## config.mk

```make
export PLATFORM = sky130hd
export DESIGN_NAME = qbv_div_pipe
export DESIGN_NICKNAME = d
export VERILOG_FILES = /design/src/qbv_div_pipe.sv
export SDC_FILE = /design/constraint.sdc
export NUM_CORES = 2
export LEC_CHECK = 0
export BUFFER_PORTS_ARGS = -buffer_cell sky130_fd_sc_hd__buf_2
export CORE_MARGIN = 2
export CORE_UTILIZATION = 58
export DETAILED_ROUTE_END_ITERATION = 10
export GPL_TIMING_DRIVEN = 0
export PLACE_DENSITY = 0.82
export SLEW_MARGIN = 20
export SYNTH_ARGS = -nofsm -noshare
export SYNTH_HDL_FRONTEND = slang
export SYNTH_SLANG_ARGS = --single-unit
```

## constraint.sdc

```tcl
create_clock -name clk -period 3.69 [get_ports clk]
set_input_delay 0.738 -clock clk [delete_from_list [all_inputs] [get_ports clk]]
set_output_delay 0.738 -clock clk [all_outputs]
set_load 0.05 [all_outputs]
```

## src/qbv_div_pipe.sv

```systemverilog
// Pipelined restoring divider, one quotient bit per stage.
// The upper DW bits of the numerator must be below the divisor.
module qbv_div_pipe #(
    parameter int DW = 31,
    parameter int QW = 22,
    parameter int SW = 1
) (
    input  logic             clk,
    input  logic             rst_n,
    input  logic             en,
    input  logic             in_valid,
    input  logic [DW+QW-1:0] numer,
    input  logic [DW-1:0]    denom,
    input  logic [SW-1:0]    side_in,
    output logic             out_valid,
    output logic [QW-1:0]    quot,
    output logic [SW-1:0]    side_out
);
    logic          valid_reg [QW];
    logic [DW-1:0] rem_reg   [QW];
    logic [QW-1:0] qx_reg    [QW];
    logic [DW-1:0] den_reg   [QW];
    logic [SW-1:0] side_reg  [QW];

    for (genvar i = 0; i < QW; i++) begin : g_stage
        logic          valid_prev;
        logic [DW-1:0] rem_prev;
        logic [QW-1:0] qx_prev;
        logic [DW-1:0] den_prev;
        logic [SW-1:0] side_prev;
        logic [DW:0]   trial;
        logic          fits;

        if (i == 0) begin : g_first
            assign valid_prev = in_valid;
            assign rem_prev   = numer[DW+QW-1:QW];
            assign qx_prev    = numer[QW-1:0];
            assign den_prev   = denom;
            assign side_prev  = side_in;
        end
        else begin : g_rest
            assign valid_prev = valid_reg[i-1];
            assign rem_prev   = rem_reg[i-1];
            assign qx_prev    = qx_reg[i-1];
            assign den_prev   = den_reg[i-1];
            assign side_prev  = side_reg[i-1];
        end

        // Numerator bits leave the top of qx while quotient bits enter below.
        assign trial = {rem_prev, qx_prev[QW-1]};
        assign fits  = trial >= {1'b0, den_prev};

        always_ff @(posedge clk or negedge rst_n)
        begin
            if (!rst_n)
            begin
                valid_reg[i] <= 1'b0;
            end
            else if (en)
            begin
                valid_reg[i] <= valid_prev;
            end
        end

        always_ff @(posedge clk)
        begin
            if (en)
            begin
                rem_reg[i]  <= fits ? DW'(trial - {1'b0, den_prev}) : DW'(trial);
                qx_reg[i]   <= {qx_prev[QW-2:0], fits};
                den_reg[i]  <= den_prev;
                side_reg[i] <= side_prev;
            end
        end
    end

    assign out_valid = valid_reg[QW-1];
    assign quot      = qx_reg[QW-1];
    assign side_out  = side_reg[QW-1];
endmodule

```

==> results.yml <==
worst_setup_path:
  critPathTopFamily: "compound AO/OA/AOI/OAI gates"
  cp_slowest_stage_delay_ns: 0.41
  cp.depth: 16
  reg2reg_depth: 16
  endpoint_kind: "register"
  crit_fanout: 7
  worstPathCellList: "buf_6 -> inv_4 -> ha_4 -> fa_2 -> nor2b_2 -> o31a_1 -> o21a_1 -> nor4_4 -> o31ai_4 -> a221o_1 -> a221oi_4 -> a211oi_2 -> nor4_4 -> buf_6 -> buf_12 -> mux2_4"
  required_ns: 4.26
  worstSetupStartpointType: "register"
  path_buf_inv: 4
  rr_startpoint: "qx_reg[3][43]$_DFFE_PP_"
  r2r-end: "rem_reg[1][189]$_DFFE_PP_"
  crit_arrival_ns: 4.51
  cpMaxStageDelayCell: "a221o_1"
  r2r_slack_ns: -0.25
  critical_path_class: "register to register"
drt:
  drc_errors: 0
  viasPerCell: 5.85
  vias: 63800
  avgRoutedWirePerCell_um: 20.2
  first_iter_violations: 5846
  detail-route-antenna-nets: 0
  drt_wl_total_um: 220000
  dr.pass1.iters: 6
sta:
  slew_headroom: 0.281
  setup-violations-final: 32
  fin_skew_ns: 0.0352
  maxSlewViolCount: 0
  hold_viol: 0
  fmax_mhz: 253
  fin_hold_ws_ns: 0.0802
  rsz0062_at_grt: "yes"
  tightest_slew_ns: 1.07
  setup_slack_ns: -0.255
  period_minus_slack_ns: 3.94
  min_period_over_period: 1.07
die:
  initial_core_util: 0.584
  dieArea_um2: 169000
  io_pins: 113
  coreArea_um2: 165000
  die_w_um: 411
  placement_rows: 149
  die_y_um: 411
logic_synthesis:
  syn_area_um2: 96200
  yosysTopAreaCell: "edfxtp_1"
  ys.flop_type: "edfxtp_1"
  postSynth.asyncResetShare: 0.0120
  ys_seq_area_frac: 0.570
  synth_cells: 8113
  synth.avg_cell_area_um2: 11.9
  synth_xor_area_frac: 0.0518
  ys_ff_latch: 1830
  synth-edff-count: 1808
  synth_top_family_by_area: "compound AO/OA/AOI/OAI gates"
  yosys-top-cells-area: "edfxtp_1 56%, ha_1 8.9%, a21oi_1 3.7%, inv_1 3.3%, xnor2_1 3.3%"
  synth_top_area_share: 0.564
  yosys_warnings: 0
  synth-compound-area-share: 0.135
  synth.distinct_cells: 83
  synthSimpleGateAreaFrac: 0.0809
  synthMuxAreaShare: 0.0297
  synthesis.nets: 8905
  synth_adder_area_share: 0.0931
cells_and_area:
  drive_gt1_frac: 0.132
  fin_cells: 10900
  final_common_cell: "edfxtp_1"
  syn2layout_area_growth_pct: 14.0
  fin_nets: 9352
  final_cell_mix: "1808 x edfxtp_1, 844 x inv_1, 673 x ha_1, 668 x a21oi_1, 474 x nor2_1"
power:
  vdd_drop_max_v: 0.000607
  leakagePower_uw: 0.0449
  switching_share: 0.376
  p_seq_frac: 0.337
  pwr-share-clk: 0.194
  power.internal_uw: 61800
  p_comb_frac: 0.469
  switching_power_uw: 37200
  power_density_nw_per_um2: 902
clock_network:
  clk_pin_slew_ns: 0.06
  insertion_delay_ns: 0.84
  clock_sinks: 1830
  clk_path_buf_depth: 3
  cts_made_buffers: 192
  htreeDepth: 4
  cts_tree: "yes"
  cts_root_buffer: "clkbuf_16"
status:
  status: "complete, but fails checks"
  violations: "setup timing"
global_routing:
  grt_pass1_vias: 62700
  grt_use_total: 0.255
  grt-ovfl-total: 0
  grt_pass1_wl_um: 339000
  antenna_found_initial: 4
  grt_max_degree: 157
flow_run:
  drv_cap: 0
worst_hold_path:
  worstHoldEndpoint: "qx_reg[0][11]$_DFFE_PP_"
  hold_class: "input port to register"
  hold_depth: 1
  hp-start: "numer[10]"
place:
  dp_hpwl_um: 159000
  dp_cells: 10400
  io_buffers: 112
  place.gp.congestion: 0.974
==> worst max-delay path by stage <==
stage	startpoint	endpoint	slack, ns
final	qx_reg[3][43]$_DFFE_PP_	rem_reg[1][189]$_DFFE_PP_	-0.25
after global routing	qx_reg[3][43]$_DFFE_PP_	rem_reg[1][189]$_DFFE_PP_	-0.39
after CTS	qx_reg[3][43]$_DFFE_PP_	rem_reg[1][189]$_DFFE_PP_	-0.23
after detailed placement	qx_reg[4][65]$_DFFE_PP_	rem_reg[2][117]$_DFFE_PP_	-1.76
after global placement	en	g_stage[15].valid_prev$_DFFE_PN0P_	-26.51
after floorplan	rem_reg[1][156]$_DFFE_PP_	rem_reg[1][189]$_DFFE_PP_	0.005
==> cells by family after synthesis <==
| group | Yosys count |
|---|---|
| buf+inv | 1000 |
| simple gates | 1641 |
| mux | 255 |
| xor+xnor | 569 |
| fa+ha+maj | 703 |
| flops | 1830 |
| compound gates | 2115 |
==> power groups by stage <==
stage	Clock (uW)	Sequential, uW	Combinational [uW]
final	19200	33300	46400
after global routing	20400	33800	50700
after CTS	19600	33300	43900
after detailed placement	0	33600	40400
after global placement	0	34600	39600
after floorplan	0	32300	30600
==> layer usage <==
layer	track usage	routed length [um]	up-vias	share of wire
met4	0.113	10700	2	0.048
met1	0.341	94500	30600	0.43
met3	0.0358	12400	524	0.056
met2	0.416	102000	2026	0.47
li1	-	-	30600	-
met5	0	7	-	0.000032
==> final cells by class <==
class,count,area (um2)
Clock inverter,125,1290
Clock buffer,228,4990
Buffer,149,1220
Inverter,850,3200
Multi-Input combinational cell,5283,39300
Timing Repair Buffer,254,2130
Tap cell,2189,2740
Sequential cell,1830,54800
Fill cell,11900,55100
Antenna cell,1,2.50
==> Yosys cell counts (19+ instances only) <==
cell      number
or2_2         22
mux2_2       239
fa_1          21
o31ai_1       31
dfrtp_1       22
nand3_1      113
xnor2_1      360
edfxtp_1    1808
nand2_1      468
o21ai_0      497
nand2b_1     121
a211o_1       21
and4_1        19
a21oi_1      713
o21a_1        77
clkbuf_1     129
a21boi_0      19
o21bai_1      72
o31a_1        20
xor2_1       209
ha_1         682
a21o_1       376
a31oi_1       70
and3_1        52
and2_1        25
inv_1        849
nor2b_1      100
a211oi_1      43
nand4_1      105
o211ai_1      28
nor3_1        78
nor2_1       476
==> what timing repair did <==
action                                 CTS  global route
endpoints found under the hold margin   22             0
hold buffers                             1             0
resized for setup                      450           257
setup endpoints to repair              639           721
pin swaps                               57            79
cloned                                   5             7
buffers inserted                        67            50
==> per-stage QoR <==
| step | setup WS (ns) | util | total power [uW] | instance area, um2 | TNS, ns |
|---|---|---|---|---|---|
| after floorplan | 0.00477 | - | 62900 | 96200 | 0 |
| after global placement | -26.51 | 0.604 | 74300 | 99500 | - |
| after detailed placement | -1.76 | 0.606 | 74000 | 99900 | -736.38 |
| after CTS | -0.233 | 0.658 | 96800 | 108000 | -5.18 |
| after global routing | -0.389 | 0.666 | 105000 | 110000 | -11.29 |
| final | -0.255 | 0.666 | 99000 | 110000 | -6.19 |
==> worst register-to-register path: cells and delay by family (launching register included) <==
| family | cells | cell delay, ns |
|---|---|---|
| mux | 1 | 0.31 |
| compound gates | 6 | 1.55 |
| buf+inv | 4 | 0.53 |
| fa+ha+maj | 2 | 0.35 |
| flops | 1 | 0.37 |
| simple gates | 3 | 0.58 |
Power figures use the tool's default switching activity.
