**config.mk**
```make
export PLATFORM = sky130hd
export DESIGN_NAME = qbv_sqrt_pipe
export DESIGN_NICKNAME = d
export VERILOG_FILES = /design/src/qbv_sqrt_pipe.sv
export SDC_FILE = /design/constraint.sdc
export NUM_CORES = 2
export LEC_CHECK = 0
export BUFFER_PORTS_ARGS = -buffer_cell sky130_fd_sc_hd__buf_4
export CORE_AREA = 2 2 503 505
export CTS_BUF_LIST = sky130_fd_sc_hd__clkbuf_4
export CTS_CLUSTER_DIAMETER = 120
export DETAILED_ROUTE_END_ITERATION = 8
export DIE_AREA = 0 0 505 507
export GPL_ROUTABILITY_DRIVEN = 0
export PLACE_DENSITY = 0.59
export SLEW_MARGIN = 20
export SYNTH_ARGS = -nofsm -noshare
export SYNTH_HDL_FRONTEND = slang
export SYNTH_SLANG_ARGS = --single-unit
```
**constraint.sdc**
```tcl
create_clock -name clk -period 3.82 [get_ports clk]
set_input_delay 0.191 -clock clk [delete_from_list [all_inputs] [get_ports clk]]
set_output_delay 0.191 -clock clk [all_outputs]
set_load 0.02 [all_outputs]
```
**src/qbv_sqrt_pipe.sv**
```systemverilog
// Pipelined integer square root, one result bit per stage.
module qbv_sqrt_pipe #(
    parameter int NW = 62,
    parameter int SW = 1
) (
    input  logic            clk,
    input  logic            rst_n,
    input  logic            en,
    input  logic            in_valid,
    input  logic [NW-1:0]   radicand,
    input  logic [SW-1:0]   side_in,
    output logic            out_valid,
    output logic [NW/2-1:0] root,
    output logic [SW-1:0]   side_out
);
    localparam int S  = NW / 2;
    localparam int RW = S + 2;

    logic          valid_reg [S];
    logic [S-1:0]  root_reg  [S];
    logic [RW-1:0] rem_reg   [S];
    logic [NW-1:0] rad_reg   [S];
    logic [SW-1:0] side_reg  [S];

    for (genvar i = 0; i < S; i++) begin : g_stage
        logic          valid_prev;
        logic [S-1:0]  root_prev;
        logic [RW-1:0] rem_prev;
        logic [NW-1:0] rad_prev;
        logic [SW-1:0] side_prev;
        logic [RW+1:0] rem_sh;
        logic [RW+1:0] trial;
        logic          fits;

        if (i == 0) begin : g_first
            assign valid_prev = in_valid;
            assign root_prev  = '0;
            assign rem_prev   = '0;
            assign rad_prev   = radicand;
            assign side_prev  = side_in;
        end
        else begin : g_rest
            assign valid_prev = valid_reg[i-1];
            assign root_prev  = root_reg[i-1];
            assign rem_prev   = rem_reg[i-1];
            assign rad_prev   = rad_reg[i-1];
            assign side_prev  = side_reg[i-1];
        end

        assign rem_sh = {rem_prev, rad_prev[NW-1 -: 2]};
        assign trial  = {2'b00, root_prev, 2'b01};
        assign fits   = rem_sh >= trial;

        always_ff @(posedge clk or negedge rst_n)
        begin
            if (!rst_n)
            begin
                valid_reg[i] <= 1'b0;
            end
            else if (en)
            begin
                valid_reg[i] <= valid_prev;
            end
        end

        always_ff @(posedge clk)
        begin
            if (en)
            begin
                root_reg[i] <= {root_prev[S-2:0], fits};
                rem_reg[i]  <= fits ? RW'(rem_sh - trial) : RW'(rem_sh);
                rad_reg[i]  <= rad_prev << 2;
                side_reg[i] <= side_prev;
            end
        end
    end

    assign out_valid = valid_reg[S-1];
    assign root      = root_reg[S-1];
    assign side_out  = side_reg[S-1];
endmodule

```
==> flow_summary.yaml <==
synthesis:
  ys_seq_area_share_pct: 64.8
  yosys_register_bits: 2430
  synth_enable_flop_cells: 2399
  synth_ff_type: "sky130_fd_sc_hd__edfxtp_1"
  synthesis.area_sq_mm: 0.112
  async_flop_share_pct: 1.28
  postSynthNetCount: 9230
  synth_cell_types: 85
  ys.warnings.count: 0
  netlist_instances: 8635
  synthesis.area_per_instance_sq_um: 13.0
worst_setup_path:
  cp_data_arrival_time_ps: 4700
  critPathMostFrequentCell: "sky130_fd_sc_hd__or4_4"
  path_cells: "or4_4 > or4_4 > or4_4 > or4_1 > a311o_1 > or3b_1 > buf_4 > mux2_1"
  crit_path_max_incr_delay_ps: 550
  endpoint_required_time_on_the_critical_path_ps: 4830
  worst-path-max-fanout: 11
  crit_path_top_delay_cell: "sky130_fd_sc_hd__or4_4"
  number_of_buffers_and_inverters_on_the_critical_path: 1
  setup.worst_path.end_class: "flop"
  path_class: "reg2reg"
  critical_path_s_top_delay_family: "simple AND/OR/NAND/NOR gates"
  timing.critical_path.from_type: "flop"
floorplanning:
  io-pin-count: 100
  initial_standard_cell_utilization_of_the_core_pct: 44.8
  die_outline_area_sq_mm: 0.256
  die_h_um: 507
  placeableCoreArea_sq_mm: 0.250
  row_count: 184
  dieWidth_um: 505
clock_tree:
  cts_tree: "yes"
  clk_path_buf_depth: 4
  cts_htree_levels: 6
  clk_transition_reported_paths_ps: 60
  cts_buf_count: 646
  clock_latency_ps: 1350
  cts_sinks: 2430
  root_buffer_master: "sky130_fd_sc_hd__clkbuf_4"
drt:
  drc: 3
  wire_length_after_detailed_routing_mm: 240
  drtPass1Iterations: 9
  vias: 70600
  detail-route-antenna-nets: 0
  avgRoutedWirePerCell_um: 18.0
  drc_marker_count_from_the_first_detailed_route_iteration: 5019
  routed_via_density: 5.27
sta:
  timing.final.crit_period_ps: 3690
  timing.final.setup_violations: 0
  setup_slack_ps: 133
  timing.slew.headroom_pct: 33.1
  final-max-slew-violation-count: 0
  fin_crit_sh_pct: 96.5
  clock_skew_ps: 125
  worst_pin_slew_ps: 994
  final_hold_viol_count: 0
  whs_ps: 175
  max_clock_freq_mhz: 271
flow_run:
  max_cap_viol_count: 0
global_route:
  globalRoute.totalOverflow: 0
  grt_max_degree: 136
  grt_antenna_before_repair: 5
  via_count_of_the_first_global_routing_pass: 71200
  grt_first_pass_wirelength_mm: 379
  grt_use_total_pct: 18.4
layout:
  max_ffs_per_register: 942
  final_core_utilization_pct: 51.2
  num-nets-final: 10200
  area.growth.synth_to_final_pct: 14.3
  post_route_cells_drive_above_1_share_pct: 14.4
worst_hold_path:
  min-delay-path-class: "in2reg"
outcome:
  violations_in_the_final_reports: "design-rule violations"
  outcome: "complete, but fails checks"
power_and_ir_drop:
  power_per_cell_area_mw_per_mm2: 571
  power.leakage_nw: 49.5
  power.ir.vdd_worst_mv: 0.298
placed_design:
  place.detailed.hpwl_mm: 170
  preCtsSetupSlack_ps: 90.0
  place.port_buffers: 99
-- repair_timing --
| item | CTS | global route |
|---|---|---|
| endpoints found under the setup margin | 0 | 86 |
| buffers inserted | 0 | 2 |
| gates resized for setup | 0 | 15 |
| endpoints found under the hold margin | 2521 | 0 |
| hold buffers | 186 | 0 |
-- worst paths after layout --
kind                                 start                      to  slack, ps  cells past startpoint
setup / recovery           rem_reg[1][152]         rem_reg[1][175]        130                      8
hold / removal                 radicand[4]           rad_reg[0][4]        170                      3
setup reg to reg           rem_reg[1][152]         rem_reg[1][175]        130                      8
hold reg to reg            root_reg[13][6]         root_reg[14][7]        360                      0
max in group asynchronous            rst_n  g_stage[17].valid_prev       3130                      5
min in group asynchronous            rst_n  g_stage[26].valid_prev        500                      5
-- cell usage in the layout, fill, tap and decap left out, types with 36 or more instances in the layout --
cell type                          n
sky130_fd_sc_hd__clkbuf_4        913
sky130_fd_sc_hd__nand2_1         606
sky130_fd_sc_hd__a211oi_1         36
sky130_fd_sc_hd__a31oi_1          44
sky130_fd_sc_hd__nor4_1          118
sky130_fd_sc_hd__ha_1            528
sky130_fd_sc_hd__a21o_1          196
sky130_fd_sc_hd__o31ai_1          43
sky130_fd_sc_hd__edfxtp_1       2399
sky130_fd_sc_hd__or3_1            87
sky130_fd_sc_hd__dlygate4sd3_1   185
sky130_fd_sc_hd__nand2b_1        128
sky130_fd_sc_hd__or4_1            60
sky130_fd_sc_hd__and3_1           36
sky130_fd_sc_hd__o21bai_1         50
sky130_fd_sc_hd__xnor2_1         441
sky130_fd_sc_hd__xor2_1          338
sky130_fd_sc_hd__nor2b_1          75
sky130_fd_sc_hd__nor3_1          205
sky130_fd_sc_hd__nand4_1         100
sky130_fd_sc_hd__nand3_1         144
sky130_fd_sc_hd__o21ai_0         428
sky130_fd_sc_hd__buf_4           235
sky130_fd_sc_hd__a21oi_1         567
sky130_fd_sc_hd__mux2_2          115
sky130_fd_sc_hd__inv_1           652
sky130_fd_sc_hd__o21a_1           87
sky130_fd_sc_hd__nor2_1          530
sky130_fd_sc_hd__clkinv_1        111
-- where the power goes --
part           switching [mW]  internal (mW)  total (mW)
sequential               2.28           33.6        35.9
combinational            8.54           6.39        14.9
clock                    10.6           11.8        22.4
-- cell families after synthesis --
family,Yosys count,synth area share [%]
DFF,2430,64.8
AOI/OAI and AO/OA,1691,9.24
muxes,134,1.33
and+or+nand+nor,2262,9.92
buffers and inverters,810,2.72
other,1,0.00334
adders and majority gates,528,5.88
xor gates and xnor gates,779,6.08
-- synthesized netlist by cell type, types with 17 or more instances --
cell	n	area [sq um]
sky130_fd_sc_hd__nand2b_1	129	807
sky130_fd_sc_hd__o31a_1	18	158
sky130_fd_sc_hd__o21a_1	87	653
sky130_fd_sc_hd__o21ai_0	430	2150
sky130_fd_sc_hd__nor3_1	206	1030
sky130_fd_sc_hd__nand2_1	606	2270
sky130_fd_sc_hd__mux2_2	115	1290
sky130_fd_sc_hd__and2_1	34	213
sky130_fd_sc_hd__or3_1	87	544
sky130_fd_sc_hd__a21o_1	196	1470
sky130_fd_sc_hd__a21oi_1	568	2840
sky130_fd_sc_hd__nor2_1	533	2000
sky130_fd_sc_hd__clkbuf_1	141	529
sky130_fd_sc_hd__a211oi_1	39	293
sky130_fd_sc_hd__a31oi_1	45	282
sky130_fd_sc_hd__ha_1	528	6610
sky130_fd_sc_hd__nand3b_1	28	210
sky130_fd_sc_hd__dfrtp_1	31	776
sky130_fd_sc_hd__o21bai_1	51	383
sky130_fd_sc_hd__nor4_1	121	757
sky130_fd_sc_hd__edfxtp_1	2399	72000
sky130_fd_sc_hd__a21boi_0	17	128
sky130_fd_sc_hd__o211ai_1	35	263
sky130_fd_sc_hd__nor2b_1	75	469
sky130_fd_sc_hd__or4_1	61	458
sky130_fd_sc_hd__inv_1	652	2450
sky130_fd_sc_hd__o31ai_1	44	330
sky130_fd_sc_hd__nand4_1	100	626
sky130_fd_sc_hd__and3_1	36	225
sky130_fd_sc_hd__xnor2_1	441	3860
sky130_fd_sc_hd__nand3_1	144	721
sky130_fd_sc_hd__or2_2	35	219
sky130_fd_sc_hd__xor2_1	338	2960
-- layer usage --
layer | track usage (%) | vias to the layer above | wire (um)
li1 | - | 34300 | -
met1 | 22.0 | 33700 | 98200
met2 | 31.9 | 1959 | 120000
met3 | 3.47 | 604 | 11300
met4 | 8.91 | 6 | 10600
met5 | 0 | - | 34
-- per-stage QoR --
step                total power [mW]  area (sq um)  instances  setup TNS [ps]
finish                          73.3        128000      13400               0
CTS                             74.2        128000      13400               0
global placement                50.7        118000      12100               0
floorplan                       46.1        112000       8635               0
global route                    77.6        128000      13400          -0.700
detailed placement              51.0        118000      12100               0
-- area by class of cell --
class                           instances  area, sq um
Fill cell                           21500       122000
Sequential cell                      2430        72800
Multi-Input combinational cell       5395        36600
Clock buffer                          913         6850
Timing Repair Buffer                  452         4260
Tap cell                             3348         4190
Inverter                              653         2450
Clock inverter                        176         1160
Antenna cell                           11         27.5
-- tightest hold or removal path: cells and delay by family --
family | cells | cell delay (ps)
buf+inv | 3 | 1150
Note: power is estimated with default switching activity, not from simulation.
